===== config.mk =====
export PLATFORM = sky130hd
export DESIGN_NAME = utf16_to_utf8_transcoder
export DESIGN_NICKNAME = d
export VERILOG_FILES = /design/src/rtl/core/uft_pkg.sv /design/src/rtl/core/uft_front.sv /design/src/rtl/core/uft_queue.sv /design/src/rtl/core/uft_back.sv /design/src/rtl/core/utf16_to_utf8_transcoder.sv
export SDC_FILE = /design/constraint.sdc
export NUM_CORES = 1
export LEC_CHECK = 0
export BUFFER_PORTS_ARGS = -buffer_cell sky130_fd_sc_hd__buf_4
export CELL_PAD_IN_SITES_DETAIL_PLACEMENT = 2
export CELL_PAD_IN_SITES_GLOBAL_PLACEMENT = 2
export CORE_MARGIN = 1
export CORE_UTILIZATION = 45
export DETAILED_ROUTE_END_ITERATION = 6
export PLACE_DENSITY = 0.87
export SLEW_MARGIN = 20
export SYNTH_ARGS = -nofsm -noshare
export SYNTH_HDL_FRONTEND = slang
export SYNTH_SLANG_ARGS = --single-unit

===== constraint.sdc =====
create_clock -name i_clk -period 3.7 [get_ports i_clk]
set_clock_uncertainty 0.1 [all_clocks]
set_input_delay 0.555 -clock i_clk [delete_from_list [all_inputs] [get_ports i_clk]]
set_output_delay 0.555 -clock i_clk [all_outputs]
set_load 0.02 [all_outputs]

===== src/rtl/core/uft_pkg.sv =====
// ----------------------------------------------------------------------------
// uft_pkg
// Shared types and byte encoder for the UTF-16 to UTF-8 transcoder.
// ----------------------------------------------------------------------------
`timescale 1ns / 1ps

package uft_pkg;

    localparam int unsigned QDepth = 4;
    localparam int unsigned QAddrW = $clog2(QDepth);

    localparam logic [15:0] HighLo   = 16'hD800;
    localparam logic [15:0] HighHi   = 16'hDBFF;
    localparam logic [15:0] LowLo    = 16'hDC00;
    localparam logic [15:0] LowHi    = 16'hDFFF;
    localparam logic [20:0] SuppBase = 21'h10000;
    localparam logic [20:0] ReplCp   = 21'h00FFFD;
    localparam logic [2:0]  ReplLen  = 3'd3;

    typedef struct packed {
        logic        rep;
        logic        term;
        logic [2:0]  len;
        logic [20:0] cp;
    } t_cmd;

    function automatic logic [7:0] uft_byte(
        input logic [20:0] cp,
        input logic [2:0]  len,
        input logic [1:0]  k
    );
        logic [7:0] b;
        b = 8'h00;
        case (len)
            3'd1: b = {1'b0, cp[6:0]};
            3'd2: b = (k == 2'd0) ? {3'b110, cp[10:6]} : {2'b10, cp[5:0]};
            3'd3: begin
                case (k)
                    2'd0:    b = {4'b1110, cp[15:12]};
                    2'd1:    b = {2'b10, cp[11:6]};
                    default: b = {2'b10, cp[5:0]};
                endcase
            end
            3'd4: begin
                case (k)
                    2'd0:    b = {5'b11110, cp[20:18]};
                    2'd1:    b = {2'b10, cp[17:12]};
                    2'd2:    b = {2'b10, cp[11:6]};
                    default: b = {2'b10, cp[5:0]};
                endcase
            end
            default: b = 8'h00;
        endcase
        return b;
    endfunction

endpackage


===== src/rtl/core/uft_front.sv =====
// ----------------------------------------------------------------------------
// uft_front
// Accept code units, pair surrogates and queue byte-run requests; a held high surrogate queues none.
// ----------------------------------------------------------------------------
`timescale 1ns / 1ps

module uft_front (
    input  logic          i_clk,
    input  logic          i_rst_n,
    input  logic          i_push,
    input  logic [15:0]   i_code_unit,
    input  logic          i_q_full,
    output logic          o_full,
    output logic          o_wr_en,
    output uft_pkg::t_cmd o_wr_cmd
);

    logic          r_pend_valid;
    logic [9:0]    r_pend_high;
    logic          n_pend_valid;
    logic [9:0]    n_pend_high;
    logic          acc;
    logic          is_low;
    logic          is_high;
    uft_pkg::t_cmd cmd;

    assign acc     = i_push && !i_q_full;
    assign is_low  = (i_code_unit >= uft_pkg::LowLo) && (i_code_unit <= uft_pkg::LowHi);
    assign is_high = (i_code_unit >= uft_pkg::HighLo) && (i_code_unit <= uft_pkg::HighHi);

    always_comb begin
        cmd          = '0;
        n_pend_valid = r_pend_valid;
        n_pend_high  = r_pend_high;
        if (r_pend_valid && is_low) begin
            cmd.len      = 3'd4;
            cmd.cp       = uft_pkg::SuppBase | {1'b0, r_pend_high, i_code_unit[9:0]};
            n_pend_valid = 1'b0;
            n_pend_high  = '0;
        end else begin
            cmd.rep      = r_pend_valid;
            n_pend_valid = 1'b0;
            n_pend_high  = '0;
            if (i_code_unit == 16'd0) begin
                cmd.term = 1'b1;
                cmd.len  = 3'd1;
            end else if (is_high) begin
                n_pend_valid = 1'b1;
                n_pend_high  = i_code_unit[9:0];
            end else if (is_low) begin
                cmd.len = uft_pkg::ReplLen;
                cmd.cp  = uft_pkg::ReplCp;
            end else begin
                cmd.cp = {5'd0, i_code_unit};
                if (i_code_unit < 16'h0080) begin
                    cmd.len = 3'd1;
                end else if (i_code_unit < 16'h0800) begin
                    cmd.len = 3'd2;
                end else begin
                    cmd.len = 3'd3;
                end
            end
        end
    end

    always_ff @(posedge i_clk) begin
        if (!i_rst_n) begin
            r_pend_valid <= 1'b0;
            r_pend_high  <= '0;
        end else if (acc) begin
            r_pend_valid <= n_pend_valid;
            r_pend_high  <= n_pend_high;
        end
    end

    assign o_full   = i_q_full;
    assign o_wr_en  = acc && (cmd.rep || (cmd.len != 3'd0));
    assign o_wr_cmd = cmd;

endmodule


===== src/rtl/core/uft_queue.sv =====
// ----------------------------------------------------------------------------
// uft_queue
// Short request queue between the front and the byte serializer.
// ----------------------------------------------------------------------------
`timescale 1ns / 1ps

module uft_queue (
    input  logic          i_clk,
    input  logic          i_rst_n,
    input  logic          i_wr_en,
    input  uft_pkg::t_cmd i_wr_cmd,
    input  logic          i_rd_en,
    output uft_pkg::t_cmd o_rd_cmd,
    output logic          o_full,
    output logic          o_empty
);

    uft_pkg::t_cmd                r_mem [uft_pkg::QDepth];
    logic [uft_pkg::QAddrW-1:0]   r_wr_ptr;
    logic [uft_pkg::QAddrW-1:0]   r_rd_ptr;
    logic [uft_pkg::QAddrW:0]     r_count;
    logic                         wr;
    logic                         rd;

    assign o_full   = (r_count == (uft_pkg::QAddrW+1)'(uft_pkg::QDepth));
    assign o_empty  = (r_count == '0);
    assign wr       = i_wr_en && !o_full;
    assign rd       = i_rd_en && !o_empty;
    assign o_rd_cmd = r_mem[r_rd_ptr];

    always_ff @(posedge i_clk) begin
        if (wr) begin
            r_mem[r_wr_ptr] <= i_wr_cmd;
        end
    end

    always_ff @(posedge i_clk) begin
        if (!i_rst_n) begin
            r_wr_ptr <= '0;
            r_rd_ptr <= '0;
            r_count  <= '0;
        end else begin
            if (wr) begin
                r_wr_ptr <= r_wr_ptr + 1'b1;
            end
            if (rd) begin
                r_rd_ptr <= r_rd_ptr + 1'b1;
            end
            if (wr && !rd) begin
                r_count <= r_count + 1'b1;
            end else if (rd && !wr) begin
                r_count <= r_count - 1'b1;
            end
        end
    end

endmodule


===== src/rtl/core/uft_back.sv =====
// ----------------------------------------------------------------------------
// uft_back
// Serialize queued requests into UTF-8 bytes, one byte per cycle while pop drains the output.
// ----------------------------------------------------------------------------
`timescale 1ns / 1ps

module uft_back (
    input  logic          i_clk,
    input  logic          i_rst_n,
    input  uft_pkg::t_cmd i_cmd,
    input  logic          i_q_empty,
    output logic          o_rd_en,
    input  logic          i_pop,
    output logic          o_empty,
    output logic [7:0]    o_out_byte,
    output logic          o_is_terminator,
    output logic          o_last_of_run
);

    logic          r_busy;
    uft_pkg::t_cmd r_cmd;
    logic [2:0]    r_idx;
    logic [2:0]    r_total;
    logic          r_out_valid;
    logic [7:0]    r_out_byte;
    logic          r_out_term;
    logic          r_out_last;

    logic          advance;
    logic          is_last;
    logic          take;
    logic          in_rep;
    logic [2:0]    k;
    logic [7:0]    n_byte;
    logic          n_term;

    assign advance = !r_out_valid || i_pop;
    assign is_last = (r_idx == r_total - 3'd1);
    assign take    = !i_q_empty && (!r_busy || (advance && is_last));
    assign o_rd_en = take;

    always_comb begin
        in_rep = r_cmd.rep && (r_idx < uft_pkg::ReplLen);
        k      = r_cmd.rep ? (r_idx - uft_pkg::ReplLen) : r_idx;
        n_term = 1'b0;
        if (in_rep) begin
            n_byte = uft_pkg::uft_byte(uft_pkg::ReplCp, uft_pkg::ReplLen, r_idx[1:0]);
        end else if (r_cmd.term) begin
            n_byte = 8'h00;
            n_term = 1'b1;
        end else begin
            n_byte = uft_pkg::uft_byte(r_cmd.cp, r_cmd.len, k[1:0]);
        end
    end

    always_ff @(posedge i_clk) begin
        if (!i_rst_n) begin
            r_busy      <= 1'b0;
            r_idx       <= '0;
            r_total     <= '0;
            r_out_valid <= 1'b0;
        end else begin
            if (advance) begin
                r_out_valid <= r_busy;
            end
            if (take) begin
                r_busy  <= 1'b1;
                r_cmd   <= i_cmd;
                r_idx   <= '0;
                r_total <= (i_cmd.rep ? uft_pkg::ReplLen : 3'd0) + i_cmd.len;
            end else if (r_busy && advance) begin
                r_idx <= r_idx + 3'd1;
                if (is_last) begin
                    r_busy <= 1'b0;
                end
            end
        end
    end

    always_ff @(posedge i_clk) begin
        if (advance && r_busy) begin
            r_out_byte <= n_byte;
            r_out_term <= n_term;
            r_out_last <= is_last;
        end
    end

    assign o_empty         = !r_out_valid;
    assign o_out_byte      = r_out_byte;
    assign o_is_terminator = r_out_term;
    assign o_last_of_run   = r_out_last;

endmodule


===== src/rtl/core/utf16_to_utf8_transcoder.sv =====
// ----------------------------------------------------------------------------
// utf16_to_utf8_transcoder
// Path: a request passes the queue, the serializer register and the output register.
// Throughput: one byte per cycle at the output register while pop drains it; a BMP
// unit yields 1 to 3 bytes, a pair 4, a held high surrogate none, U+FFFD adds 3.
// Reset: synchronous; clears pending surrogate, request queue and output.
// ----------------------------------------------------------------------------
`timescale 1ns / 1ps

module utf16_to_utf8_transcoder (
    input  logic        i_clk,
    input  logic        i_rst_n,
    input  logic        push,
    output logic        full,
    input  logic [15:0] i_code_unit,
    output logic        empty,
    input  logic        pop,
    output logic [7:0]  o_out_byte,
    output logic        o_is_terminator,
    output logic        o_last_of_run
);

    logic          q_full;
    logic          q_empty;
    logic          wr_en;
    logic          rd_en;
    uft_pkg::t_cmd wr_cmd;
    uft_pkg::t_cmd rd_cmd;

    uft_front u_front (
        .i_clk       (i_clk),
        .i_rst_n     (i_rst_n),
        .i_push      (push),
        .i_code_unit (i_code_unit),
        .i_q_full    (q_full),
        .o_full      (full),
        .o_wr_en     (wr_en),
        .o_wr_cmd    (wr_cmd)
    );

    uft_queue u_queue (
        .i_clk    (i_clk),
        .i_rst_n  (i_rst_n),
        .i_wr_en  (wr_en),
        .i_wr_cmd (wr_cmd),
        .i_rd_en  (rd_en),
        .o_rd_cmd (rd_cmd),
        .o_full   (q_full),
        .o_empty  (q_empty)
    );

    uft_back u_back (
        .i_clk           (i_clk),
        .i_rst_n         (i_rst_n),
        .i_cmd           (rd_cmd),
        .i_q_empty       (q_empty),
        .o_rd_en         (rd_en),
        .i_pop           (pop),
        .o_empty         (empty),
        .o_out_byte      (o_out_byte),
        .o_is_terminator (o_is_terminator),
        .o_last_of_run   (o_last_of_run)
    );

endmodule


======== Word level (Yosys, flattened, before mapping) ========
Memory sizes are Yosys's and may differ from the RTL's. A register that Yosys moved wholly into a read port is not among the register bits.
Cells that the tools add are included.
word-level totals
  register bits ........................... 62
  word-level logic and storage cells ...... 109
  memories ................................ 1
  output and inout port bits .............. 12
  input port bits ......................... 20
  RAM bits ................................ 104
memories
  memory         depth  bits a word  read ports  clocked after Yosys merged registers in  wr ports  line             source
  u_queue.r_mem  4      26           1           1                                        1         uft_queue.sv:18  uft_pkg::t_cmd r_mem [uft_pkg::QDepth];
operators by class
  mux-type cells .......................... 34
  $add $sub $neg .......................... 8
  $lt $le $gt $ge ......................... 7
  bitwise logic cells ..................... 1
  reductions and logical operators ........ 33
  eq/ne operators ......................... 9
operator list
  operator                count
  $mux W24                3
  $ge A16 B16 Y1 const B  2
  $le A16 B16 Y1 const B  2
  $pmux W8 S4             1
  $mux W10                3
  $pmux W7 S2             2
  $mux W21                1
  $pmux W7 S3             1
  $logic_not A16 Y1       1
  $lt A16 B12 Y1 const B  1
  $lt A16 B8 Y1 const B   1
  $mux W8                 2
  $logic_and A1 B1 Y1     13
  $mux W2                 6
  $mux W1                 11
  $mux W3                 3
  $mux W7                 1
  $add A3 B1 Y3 const B   2
  $eq A3 B2 Y1 const B    2
  $eq A3 B3 Y1 const B    2
  $logic_not A1 Y1        6
  $reduce_bool A2 Y1      3
  $sub A3 B1 Y3 const B   2
  $add A2 B1 Y2 const B   2
  other kinds (14)        19

======== Longest topological paths before layout ========
Gate-level depths: netlist (run 1).
  depth after elaboration ................. 15
  depth in mapped cells ................... 12
  mapped depth without buffers ............ 11

======== By module ========
Synthesis (run 1) repeated with hierarchy kept, for this count alone.
second synthesis, totals
  cells, all modules ...................... 483
  area total of the unflattened synthesis .. 7287.0 µm²
by module, submodules not included
  module     cells an instance  sequential area each (µm²)  area an instance (µm²)  instances
  uft_queue  184                3303.2                      4257.8                  1
  uft_back   195                1241.2                      2278.4                  1
  uft_front  104                200.2                       750.7                   1

======== Worst setup path before layout (run 1) ========
No wires, ideal clock.
  path kind ............................... register to register
  start ................................... register u_back.r_total[0]
  end ..................................... register u_back.r_cmd[0] (netlist bit) (enable)
  buffers on the path ..................... 1
  slack ................................... 708 ps
  arrival ................................. 2488 ps
  data required time ...................... 3195 ps
  cell stages (with the launch flop) ...... 8
  clock period less this slack ............ 2992 ps
  library setup time ...................... 405 ps
  path through ............................ dfxtp_1 inv_1 ha_1 xnor2_1 o41ai_2 nand2b_1 buf_2 nor2_1
between the ends
  word-level cells in the longest chain between the ends .. 6
ends and longest elaborated chain
  item                                line            source
  from (decl)                         uft_back.sv:23  logic [2:0] r_total;
  from (signal assigned)              uft_back.sv:70  r_total <= (i_cmd.rep ? uft_pkg::ReplLen : 3'd0) + i_cmd.len;
  $sub A3 B1 Y3                       uft_back.sv:38  assign is_last = (r_idx == r_total - 3'd1);
  $eq A3 B3 Y1                        uft_back.sv:38
  $logic_and A1 B1 Y1                 uft_back.sv:39  assign take = !i_q_empty && (!r_busy || (advance && is_last));
  $logic_or A1 B1 Y1                  uft_back.sv:39
  $logic_and A1 B1 Y1                 uft_back.sv:39
  $reduce_and A2 Y1 (no source line)  n/a
  to (signal assigned)                uft_back.sv:68  r_cmd <= i_cmd;
  to (decl)                           uft_back.sv:21  uft_pkg::t_cmd r_cmd;
Every way passes these cells.
A chain may end at the register's enable or synchronous reset.

======== Final worst setup path (run 1) ========
  start ................................... register u_back.r_idx[1]
  end ..................................... register u_back.r_out_byte[2], in the netlist u_back.o_out_byte[2], data pin
between the ends
  word-level cells in the longest chain between the ends .. 7
  elaborated cells between the ends (all ways) .. 13
  those cells by class .................... add/sub: 1; order compare: 1; eq/ne: 2; mux: 7; reduce/logical: 2
ends and longest elaborated chain
  item                                  line            source
  from (decl)                           uft_back.sv:22  logic [2:0] r_idx;
  from (signal assigned)                uft_back.sv:72  r_idx <= r_idx + 3'd1;
  $sub A2 B2 Y2                         uft_back.sv:44  k = r_cmd.rep ? (r_idx - uft_pkg::ReplLen) : r_idx;
  $mux W2                               uft_back.sv:44
  $eq A2 B2 Y1 (tied with other cells)  uft_pkg.sv:45   case (k)
  $pmux W7 S3 (tied with other cells)   uft_pkg.sv:45
  $pmux W8 S4                           uft_pkg.sv:34   case (len)
  $mux W8                               uft_back.sv:48  end else if (r_cmd.term) begin
  $mux W8 *                             uft_back.sv:46  if (in_rep) begin
  to (signal assigned)                  uft_back.sv:82  r_out_byte <= n_byte;
  to (decl)                             uft_back.sv:25  logic [7:0] r_out_byte;
Every way passes the cells marked *; elsewhere a longest branch is shown, timed or not.

==> impl_metrics.json, run 1 <==
{
  "io_pins": 32,
  "postCtsResizedCells": 0,
  "required_ns": 3.77,
  "core_mm2": 0.0146,
  "worst_slew_pin_slew_ns": 1.08,
  "cts_tree": "done",
  "drt_pass1_iterations": 6,
  "worstSkewPairLatency_ns": 0.43,
  "grt_max_degree": 25,
  "drtAntennaViolNets": 0,
  "area_growth_pct": 15.1,
  "netSwitchingFraction_pct": 32.6,
  "outcome": "finished with violations",
  "drc": 5,
  "dpl_cell_area_mm2": 0.00723,
  "hold_start": "i_rst_n",
  "worstPathMaxFanout": 18,
  "min_path_type": "in -> reg",
  "clock_power_share_pct": 30.5,
  "synth_warnings": 0,
  "finalMaxSlewViolations": 0,
  "worstSetupPathType": "reg -> reg",
  "r2r_slack_ns": 0.46,
  "cts_setup_buffers": 0,
  "yosys_most_used_dff": "edfxtp_1",
  "r2r-end": "u_back.o_out_byte[2]",
  "finalHoldViolations": 0,
  "start_kind": "register",
  "antenna_found_initial": 0,
  "r2r_cells": 7,
  "htreeDepth": 4,
  "r2r-start": "u_back.r_idx[1]",
  "powerDensity_mw_per_mm2": 736,
  "fin_crit_ns": 3.24,
  "nets": 532,
  "async_flop_share_pct": 0,
  "dp.final_hpwl_um": 13400,
  "power.leakage_uw": 0.00265,
  "die_w_um": 125,
  "track_usage_pct": 27.3,
  "rsz0062_at_grt": "no",
  "p_sw_uw": 1870,
  "drt-wirelength-per-cell_um": 28.3,
  "drive_gt1_share_pct": 21.5,
  "n_antenna_cell": 0,
  "post-route-period-util_pct": 87.7,
  "drt-initial-drc-count": 376,
  "clockRootBuffer": "clkbuf_16",
  "avgSynthCellArea_um2": 14.7,
  "cp-end-kind": "register",
  "synth_cell_types": 59,
  "numPortBuffers": 31,
  "synth_seq_cells": 157,
  "fin_tns_setup_ns": 0,
  "p_int_uw": 3880,
  "ir_worst_vdd_mv": 0.401,
  "cts_sinks": 157,
  "fin_area_mm2": 0.00782,
  "syn_area_mm2": 0.00679,
  "hold_path_depth": 2,
  "pwr-share-seq_pct": 42.8,
  "p_comb_share_pct": 26.7,
  "clock_path_buffers": 2,
  "die_h_um": 125,
  "grt_pass1_vias": 4651,
  "rows": 44,
  "dieArea_mm2": 0.0156,
  "totalWireLength_um": 19700,
  "cp.arrival_ns": 3.31,
  "grt_pass1_wl_um": 30100,
  "maxCapViolCount": 0,
  "synth-seq-area-share_pct": 65.4,
  "synth_edf_count": 130,
  "num_vias": 4206,
  "cts_buffers": 17,
  "fmax_ghz": 0.308,
  "finalSetupViolCount": 0,
  "max_slew_margin_pct": 26.5,
  "postSynthNetCount": 495,
  "syn_inst": 462,
  "overflow": 0,
  "start_util_pct": 46.4,
  "ctsHoldBuffers": 0,
  "viasPerCell": 6.04,
  "violations": "design-rule violations",
  "place.gp.congestion": 0.836,
  "clk_pin_slew_ns": 0.07
}
-- critical path, cell delays in order (launching register included) --
cell and delay (ns):
dfxtp_1 0.39, inv_1 0.14, ha_1 0.47, mux2i_2 0.91, mux2i_1 0.29, o22ai_1 0.14
a211oi_1 0.39, a21oi_1 0.14
-- per-layer routing --
metal	part of all wire, %	vias up	wire length, µm	GRT usage, %
met5	0	-	0	0
met4	2.7	0	537	11.3
met3	3.9	35	774	5.33
met2	53	135	10400	47.7
met1	40	2192	7910	33.1
li1	-	1844	-	-
-- layout by cell type (no fill, tap or decap), drive strengths merged, types with 9 or more instances in the layout --
master	count
ha	11
buf	44
o21a	9
nand3	12
edfxtp	130
a21oi	23
nor2	32
mux2i	17
clkbuf	17
nor3	13
inv	18
mux4	24
nand2	33
dfxtp	27
-- worst max path at each step --
| stage | depth (start not counted) | from | endpoint | slack [ns] |
|---|---|---|---|---|
| finish | 7 | u_back.r_idx[1] | u_back.o_out_byte[2] | 0.46 |
| global route | 9 | u_queue.r_count[0] | u_queue.r_count[2] | 0.23 |
| CTS | 11 | u_back.r_total[1] | u_queue.r_count[2] | 0.45 |
| detailed placement | 11 | u_back.r_total[0] | u_queue.r_count[2] | 0.43 |
| global placement | 10 | i_code_unit[12] | u_queue.r_count[2] | 0.77 |
| floorplan | 7 | u_back.r_total[0] | u_back.r_cmd[0] | 0.71 |
-- synth_stat cells (4+ instances only) --
cell | number | area share, %
mux2i_1 | 16 | 2.4
ha_1 | 11 | 2.0
xnor2_1 | 6 | 0.77
o21a_1 | 9 | 0.99
inv_1 | 13 | 0.72
o21ai_0 | 4 | 0.29
xor2_1 | 6 | 0.77
a311oi_1 | 4 | 0.52
nor2_1 | 31 | 1.7
dfxtp_1 | 27 | 8.0
and2_1 | 8 | 0.74
nor2b_1 | 8 | 0.74
a211oi_1 | 8 | 0.88
mux4_2 | 24 | 8.0
nor3_1 | 12 | 0.88
clkbuf_1 | 11 | 0.61
nand2_1 | 33 | 1.8
edfxtp_1 | 130 | 57
a21oi_1 | 23 | 1.7
buf_2 | 11 | 0.81
nand3_1 | 12 | 0.88
-- cells by family after synthesis --
kind of cell,count (synthesis),share of synthesized area [%]
compound gates,75,7.85
xor+xnor,13,1.90
fa+ha+maj,13,2.62
buf+inv,39,2.58
flops,157,65.4
mux,41,10.5
simple gates,124,9.13
-- state kept, by name (all words and copies together) (netlist names), named ones only --
name / cells
u_back.o_is_terminator: 1
u_back.r_out_valid: 1
u_back.r_total: 3
u_front.r_pend_high: 9
u_front.r_pend_valid: 1
u_back.r_busy: 1
u_queue.r_rd_ptr: 2
u_back.r_cmd: 24
u_queue.r_count: 3
u_queue.r_mem: 96
u_back.o_last_of_run: 1
u_queue.r_wr_ptr: 2
u_back.o_out_byte: 8
u_back.r_idx: 3
-- layout make-up --
cell class / count / area, µm²
inverters: 13 / 48.8
repair buffers: 44 / 330
flip-flops and latches: 157 / 4440
clock inverters: 15 / 161
well taps: 184 / 230
clock buffers: 17 / 425
multi-input cells: 266 / 2180
fillers: 1344 / 6830
-- power groups by stage --
stage	Clock, µW	Combinational (µW)	Sequential, µW
global route	1840	1650	2490
floorplan	0	1010	2430
global placement	0	1360	2440
CTS	1780	1550	2460
detailed placement	0	1510	2490
finish	1750	1540	2460
-- metrics by stage --
| step | hold slack, ns | utilization [%] | instances | total power (µW) | worst slack [ns] |
|---|---|---|---|---|---|
| after floorplan | 0.327 | - | 462 | 3440 | 0.708 |
| after global placement | 0.341 | 49.4 | 664 | 3800 | 0.766 |
| after detailed placement | 0.359 | 49.4 | 664 | 4000 | 0.429 |
| after CTS | 0.284 | 53.4 | 696 | 5800 | 0.445 |
| after global routing | 0.297 | 53.4 | 696 | 5980 | 0.229 |
| final | 0.303 | 53.4 | 696 | 5750 | 0.457 |
No activity file was read; power rests on OpenSTA's default activity.
==> run 2, diff against run 1 <==
--- a/config.mk
+++ b/config.mk
@@ -5,14 +5,17 @@
 export SDC_FILE = /design/constraint.sdc
 export NUM_CORES = 1
 export LEC_CHECK = 0
+export ABC_CLOCK_PERIOD_IN_PS = 3700
 export BUFFER_PORTS_ARGS = -buffer_cell sky130_fd_sc_hd__buf_4
 export CELL_PAD_IN_SITES_DETAIL_PLACEMENT = 2
 export CELL_PAD_IN_SITES_GLOBAL_PLACEMENT = 2
 export CORE_MARGIN = 1
 export CORE_UTILIZATION = 45
+export CTS_CLUSTER_SIZE = 28
 export DETAILED_ROUTE_END_ITERATION = 6
-export PLACE_DENSITY = 0.87
+export PLACE_DENSITY = 0.86
 export SLEW_MARGIN = 20
 export SYNTH_ARGS = -nofsm -noshare
 export SYNTH_HDL_FRONTEND = slang
+export SYNTH_HIERARCHICAL = 1
 export SYNTH_SLANG_ARGS = --single-unit
==> run 2 against run 1 <==
Against the previous run:
- the flow now finishes without violations
- utilization down 1.2 points
- worst setup slack better by 0.17 ns
- largest power group unchanged
- highest routed layer unchanged
- critical path type unchanged
- cell count up 7.0%
- worst hold slack better by 0.036 ns
==> impl_metrics.json, run 2 <==
{
  "grt_pass1_vias": 4791,
  "async_flop_share_pct": 0,
  "grt_pass1_wl_um": 30400,
  "antenna_found_initial": 0,
  "synth_cell_types": 67,
  "path_cells": "nor3b_2 -> nor2b_1 -> buf_4 -> o21a_1 -> nor2b_1 -> buf_4 -> ha_1 -> inv_1 -> fa_1 -> xor2_1 -> or3_1 -> a21boi_1",
  "yosysMostFrequentCell": "edfxtp_1",
  "yosys_most_used_dff": "edfxtp_1",
  "slowest_delay_ns": 0.53,
  "n_antenna_cell": 0,
  "dp_slack_ns": 0.424,
  "postSynthNetCount": 516,
  "cts_setup_buffers": 0,
  "start_kind": "register",
  "area_growth_pct": 13.4,
  "top_register": "u_queue/r_mem",
  "required_ns": 3.97,
  "cp.arrival_ns": 3.34,
  "syn_area_mm2": 0.00729,
  "ctsHoldBuffers": 0,
  "layout_setup_ws_ns": 0.624,
  "dp.final_hpwl_um": 13900,
  "htreeDepth": 4,
  "outcome": "finished, final reports clean",
  "final_cell_mix": "edfxtp_1 (140), buf_4 (42), nand2_1 (31)",
  "worstPathMaxFanout": 21,
  "synth_warnings": 6,
  "min_path_type": "in -> reg",
  "syn_inst": 483,
  "postCtsResizedCells": 0,
  "synth-seq-area-share_pct": 65.1,
  "fillCellCount": 1468,
  "numPortBuffers": 31,
  "fmax_ghz": 0.325,
  "totalWireLength_um": 20100,
  "finalMaxSlewViolations": 0,
  "place.gp.congestion": 0.921,
  "max_slew_margin_pct": 48.3,
  "yosys-top-cells-count": "edfxtp_1 (140), nand2_1 (31), dfxtp_1 (27)",
  "finalSetupViolCount": 0,
  "rows": 46,
  "multi_input_area_mm2": 0.00229,
  "worstSetupPathType": "reg -> reg",
  "drt-initial-drc-count": 277,
  "dieArea_mm2": 0.0167,
  "post-route-period-util_pct": 83.1,
  "cts_tree": "done",
  "clockRootBuffer": "clkbuf_16",
  "synth_top_area_share_pct": 57.7,
  "grt_max_degree": 37,
  "avgSynthCellArea_um2": 15.1,
  "clk_pin_slew_ns": 0.07,
  "fin_tns_setup_ns": 0,
  "drc": 0,
  "rsz0062_at_grt": "no",
  "drtAntennaViolNets": 0,
  "synth_edf_count": 140,
  "worst_slew_pin_slew_ns": 0.765,
  "ir_worst_vdd_mv": 0.377,
  "track_usage_pct": 26.4,
  "top_regs": "u_queue/r_mem (104), u_back/r_cmd (26), u_front/r_pend_high (9)",
  "synth.top_cells.by_area": "edfxtp_1 (58%), mux4_2 (8.0%), dfxtp_1 (7.4%)",
  "synth_seq_cells": 167,
  "drt_pass1_iterations": 5,
  "nets": 549,
  "overflow": 0,
  "crit_slowest_cell": "dfxtp_1",
  "maxCapViolCount": 0,
  "start_util_pct": 46.0,
  "seq_area_mm2": 0.00475,
  "largest_reg_flops": 104,
  "power.leakage_uw": 0.00278,
  "powerDensity_mw_per_mm2": 736,
  "num_vias": 4361,
  "die_w_um": 129,
  "core_mm2": 0.0158,
  "worstSkewPairLatency_ns": 0.43,
  "cts_buffers": 17,
  "clock_path_buffers": 2,
  "io_pins": 32,
  "drive_gt1_share_pct": 21.9,
  "layout_commonest_cell": "edfxtp_1",
  "cp-end-kind": "register",
  "viasPerCell": 5.85,
  "die_h_um": 129,
  "finalHoldViolations": 0,
  "drt-wirelength-per-cell_um": 27.0,
  "cts_sinks": 167,
  "synth_top_area_cell": "edfxtp_1",
  "final_core_util_pct": 52.2,
  "fin_crit_ns": 3.08
}
## run 2: cell types whose count changed after synthesis, sizes merged, moves of 8 or more
cell,before,now
a211oi,8,0
a21boi,0,9
a21oi,23,10
edfxtp,130,140
mux2i,17,7
nor2,32,17
o21ai,5,14
o22ai,2,10
## run 2: kinds of logic after synthesis
kind of cell,share of synthesized area [%]
and+or+nand+nor,9.51
buffers and inverters,3.49
muxes,9.15
adders and majority gates,2.44
other,0.0515
AOI/OAI and AO/OA,8.17
DFF,65.1
xor gates and xnor gates,2.08
## run 2: worst paths after layout
check | start | endpoint | slack (ns) | cells past startpoint
setup reg to reg | u_queue/r_count[0] | u_queue/r_count[2] | 0.62 | 12
hold / removal | i_code_unit[2] | u_front/r_pend_high[2] | 0.34 | 3
hold reg to reg | u_front/r_pend_high[1] | u_front/r_pend_high[1] | 0.38 | 2
setup / recovery | u_queue/r_count[0] | u_queue/r_count[2] | 0.62 | 12
## run 2: layer usage
metal | GRT usage (%) | share of wire, % | vias to the layer above
li1 | - | - | 1932
met1 | 32.8 | 41 | 2266
met2 | 45.2 | 52 | 134
met3 | 5.57 | 3.7 | 29
met4 | 10.8 | 2.6 | 0
met5 | 0 | 0 | -
## run 2: layout make-up
cell class                 instances  area share, %
clock buffer                      17           5.15
clock inverter                    15           1.95
timing repair buffer              42           3.82
sequential                       167           57.4
multi-input combinational        273           27.7
tap                              216           3.27
inverter                          15          0.681
## run 2: where the power goes
part           internal, µW  switching [µW]
logic                   660             975
registers              2460             224
clock network           955             813
total                  4070            2010
## run 2: per-stage QoR
stage	hold slack [ns]	area (µm²)	instances	power [µW]
floorplan	0.343	7290	483	3780
global placement	0.357	7680	713	4150
detailed placement	0.367	7680	713	4350
CTS	0.311	8260	745	6150
global route	0.320	8260	745	6350
finish	0.339	8260	745	6080
## run 2: worst max-delay path: cells and delay by family (launching register included)
kind	cells	cell delay, ns
AO/OA/AOI/OAI	2	0.32
buffers and inverters	3	0.51
flip-flops	1	0.53
adder cells (fa/ha/maj)	2	0.61
AND/OR/NAND/NOR	4	0.74
XOR/XNOR	1	0.18
==> run 3, diff against run 2 <==
--- a/config.mk
+++ b/config.mk
@@ -5,15 +5,16 @@
 export SDC_FILE = /design/constraint.sdc
 export NUM_CORES = 1
 export LEC_CHECK = 0
-export ABC_CLOCK_PERIOD_IN_PS = 3700
+export ABC_AREA = 1
+export ABC_CLOCK_PERIOD_IN_PS = 2500
 export BUFFER_PORTS_ARGS = -buffer_cell sky130_fd_sc_hd__buf_4
 export CELL_PAD_IN_SITES_DETAIL_PLACEMENT = 2
 export CELL_PAD_IN_SITES_GLOBAL_PLACEMENT = 2
 export CORE_MARGIN = 1
-export CORE_UTILIZATION = 45
+export CORE_UTILIZATION = 37
 export CTS_CLUSTER_SIZE = 28
 export DETAILED_ROUTE_END_ITERATION = 6
-export PLACE_DENSITY = 0.86
+export PLACE_DENSITY = 0.83
 export SLEW_MARGIN = 20
 export SYNTH_ARGS = -nofsm -noshare
 export SYNTH_HDL_FRONTEND = slang
==> constraint.sdc (replaced) <==
create_clock -name i_clk -period 2.5 [get_ports i_clk]
set_clock_uncertainty 0.1 [all_clocks]
set_input_delay 0.375 -clock i_clk [delete_from_list [all_inputs] [get_ports i_clk]]
set_output_delay 0.375 -clock i_clk [all_outputs]
set_load 0.02 [all_outputs]
==> run 3 against run 2 <==
Against the previous run:
- sequential share of layout area shrank 4.1 points
- worst hold slack lost 0.19 ns
- highest routed layer is now met5
- sequential power grew 46%
- cell count grew 43%
- wire length grew 22%
- synthesized cell count grew 54%
- maximum frequency grew 24%
- total power grew 68%
- register-to-register slack lost 0.60 ns
==> impl_metrics.json, run 3 <==
{
  "cts_sinks": 167,
  "cp.arrival_ns": 2.69,
  "grt_pass1_vias": 6307,
  "layout_setup_ws_ns": 0.0221,
  "maxCapViolCount": 0,
  "start_util_pct": 38.3,
  "totalWireLength_um": 24500,
  "syn_inst": 744,
  "holdWs_ns": 0.147,
  "area_growth_pct": 18.2,
  "worstSkewPairLatency_ns": 0.43,
  "grt_pass1_wl_um": 36200,
  "numPortBuffers": 31,
  "n_antenna_cell": 0,
  "worst_slew_pin_slew_ns": 0.630,
  "rsz0062_at_grt": "yes",
  "required_ns": 2.72,
  "fmax_ghz": 0.404,
  "async_flop_share_pct": 0,
  "synth_top_area_share_pct": 55.7,
  "post-route-period-util_pct": 99.1,
  "dp.final_hpwl_um": 16000,
  "nets": 817,
  "drive_gt1_share_pct": 16.6,
  "avgSynthCellArea_um2": 10.1,
  "top_register": "u_queue/r_mem",
  "synth_warnings": 6,
  "yosys_most_used_dff": "edfxtp_1",
  "outcome": "finished, final reports clean",
  "yosys-top-cells-count": "nand2_1 (157), edfxtp_1 (140), nor2_1 (96)",
  "cts_buffers": 17,
  "antenna_found_initial": 1,
  "place.gp.congestion": 0.819,
  "drt-initial-drc-count": 313,
  "drc": 0,
  "worstPathMaxFanout": 27,
  "cts_tree": "done",
  "synth_top_area_cell": "edfxtp_1",
  "viasPerCell": 5.39,
  "postSynthNetCount": 777,
  "overflow": 0,
  "drtAntennaViolNets": 0,
  "top_regs": "u_queue/r_mem (104), u_back/r_cmd (26), u_front/r_pend_high (9)",
  "synth_cell_types": 36,
  "finalHoldViolations": 0,
  "clockRootBuffer": "clkbuf_16",
  "powerDensity_mw_per_mm2": 1150,
  "rows": 51,
  "num_vias": 5719,
  "dp_slack_ns": -0.188,
  "largest_reg_flops": 104,
  "drt_pass1_iterations": 4,
  "synth-seq-area-share_pct": 62.9,
  "syn_area_mm2": 0.00754,
  "power.leakage_uw": 0.00349,
  "synth.top_cells.by_area": "edfxtp_1 (56%), nand2_1 (7.8%), dfxtp_1 (7.2%)",
  "ir_worst_vdd_mv": 0.468,
  "drt-wirelength-per-cell_um": 23.1,
  "start_kind": "register",
  "grt_max_degree": 30,
  "synth_seq_cells": 167,
  "worstSetupPathType": "reg -> reg",
  "yosysMostFrequentCell": "nand2_1",
  "clock_path_buffers": 2,
  "finalSetupViolCount": 0,
  "htreeDepth": 4,
  "final_cell_mix": "nand2_1 (153), edfxtp_1 (140), nor2_1 (88)",
  "max_slew_margin_pct": 57.9,
  "die_h_um": 145,
  "track_usage_pct": 24.3,
  "io_pins": 32,
  "ctsHoldBuffers": 0,
  "final_core_util_pct": 45.2,
  "core_mm2": 0.0197,
  "synth_edf_count": 140,
  "cp-end-kind": "register",
  "finalMaxSlewViolations": 0,
  "layout_commonest_cell": "nand2_1",
  "dieArea_mm2": 0.0210,
  "die_w_um": 145,
  "min_path_type": "in -> reg",
  "fin_crit_ns": 2.48,
  "clk_pin_slew_ns": 0.07
}
[run 3: changes by cell type in the layout (fill, tap and decap cells not counted), moves of 11 or more]
cell     before  now
nand4_1       2   15
o21ai_1       0   23
nor2_1       17   88
nand3_1      15   45
a21oi_1       9   20
o21ai_0      14   42
nand2_1      31  153
o22ai_1      10   27
mux4_2       26    0
inv_1        15   61
[run 3: power by group]
group / switching [µW] / internal [µW]
Sequential: 282 / 3640
Clock: 1140 / 1880
Combinational: 2260 / 1020
Total: 3670 / 6540
[run 3: per-stage QoR]
stage / power, µW / cell area, µm² / std cells / TNS (ns)
2_1_floorplan: 5740 / 7540 / 744 / -44.43
3_3_place_gp: 6490 / 8110 / 1029 / 0
3_5_place_dp: 6840 / 8110 / 1029 / -0.365
4_1_cts: 10100 / 8860 / 1062 / 0
5_1_grt: 10700 / 8910 / 1062 / -0.143
6_report: 10200 / 8910 / 1062 / 0
[run 3: timing repair]
item,CTS,global route
setup buffers,1,0
resized for setup,21,15
pin swaps,4,7
endpoints found under the setup margin,2,9
[run 3: path summary, 6_finish.rpt]
kind / from / end / slack (ns) / cells past startpoint
max reg2reg: register / u_back/r_total[1] / 0.02 / 7
min: i_code_unit[0] / u_front/r_pend_high[0] / 0.15 / 3
min reg2reg: u_front/r_pend_high[2] / u_front/r_pend_high[2] / 0.37 / 2
max: register / u_back/r_total[1] / 0.02 / 7
[run 3: metal layers]
layer	up-vias	part of all wire, %	GRT usage, %
li1	2606	-	-
met1	2922	39	26.8
met2	142	55	45.7
met3	47	3.3	3.65
met4	2	2.8	11.0
met5	-	0.053	0
[run 3: worst max-delay path, cell delays in order (launching register included)]
cell,delay (ns)
dfxtp_1,0.45
buf_4,0.35
o21ai_1,0.14
o22ai_1,0.35
ha_1,0.26
fa_1,0.46
nand4_1,0.15
nand2_1,0.09
[run 3: area by class of cell]
type | count | area [µm²]
Timing Repair Buffer | 50 | 438
Multi-Input combinational cell | 475 | 2430
Tap cell | 265 | 332
Sequential cell | 167 | 4750
Fill cell | 2026 | 10800
Clock inverter | 9 | 159
Clock buffer | 23 | 520
Inverter | 73 | 282
[run 3: logic make-up after synthesis]
group           count (synthesis)  share of synthesized area (%)
compound gates                115                           8.15
xor+xnor                        8                          0.929
fa+ha+maj                      13                           2.36
buf+inv                       102                           6.37
flops                         167                           62.9
other cells                     1                         0.0497
simple gates                  338                           19.2
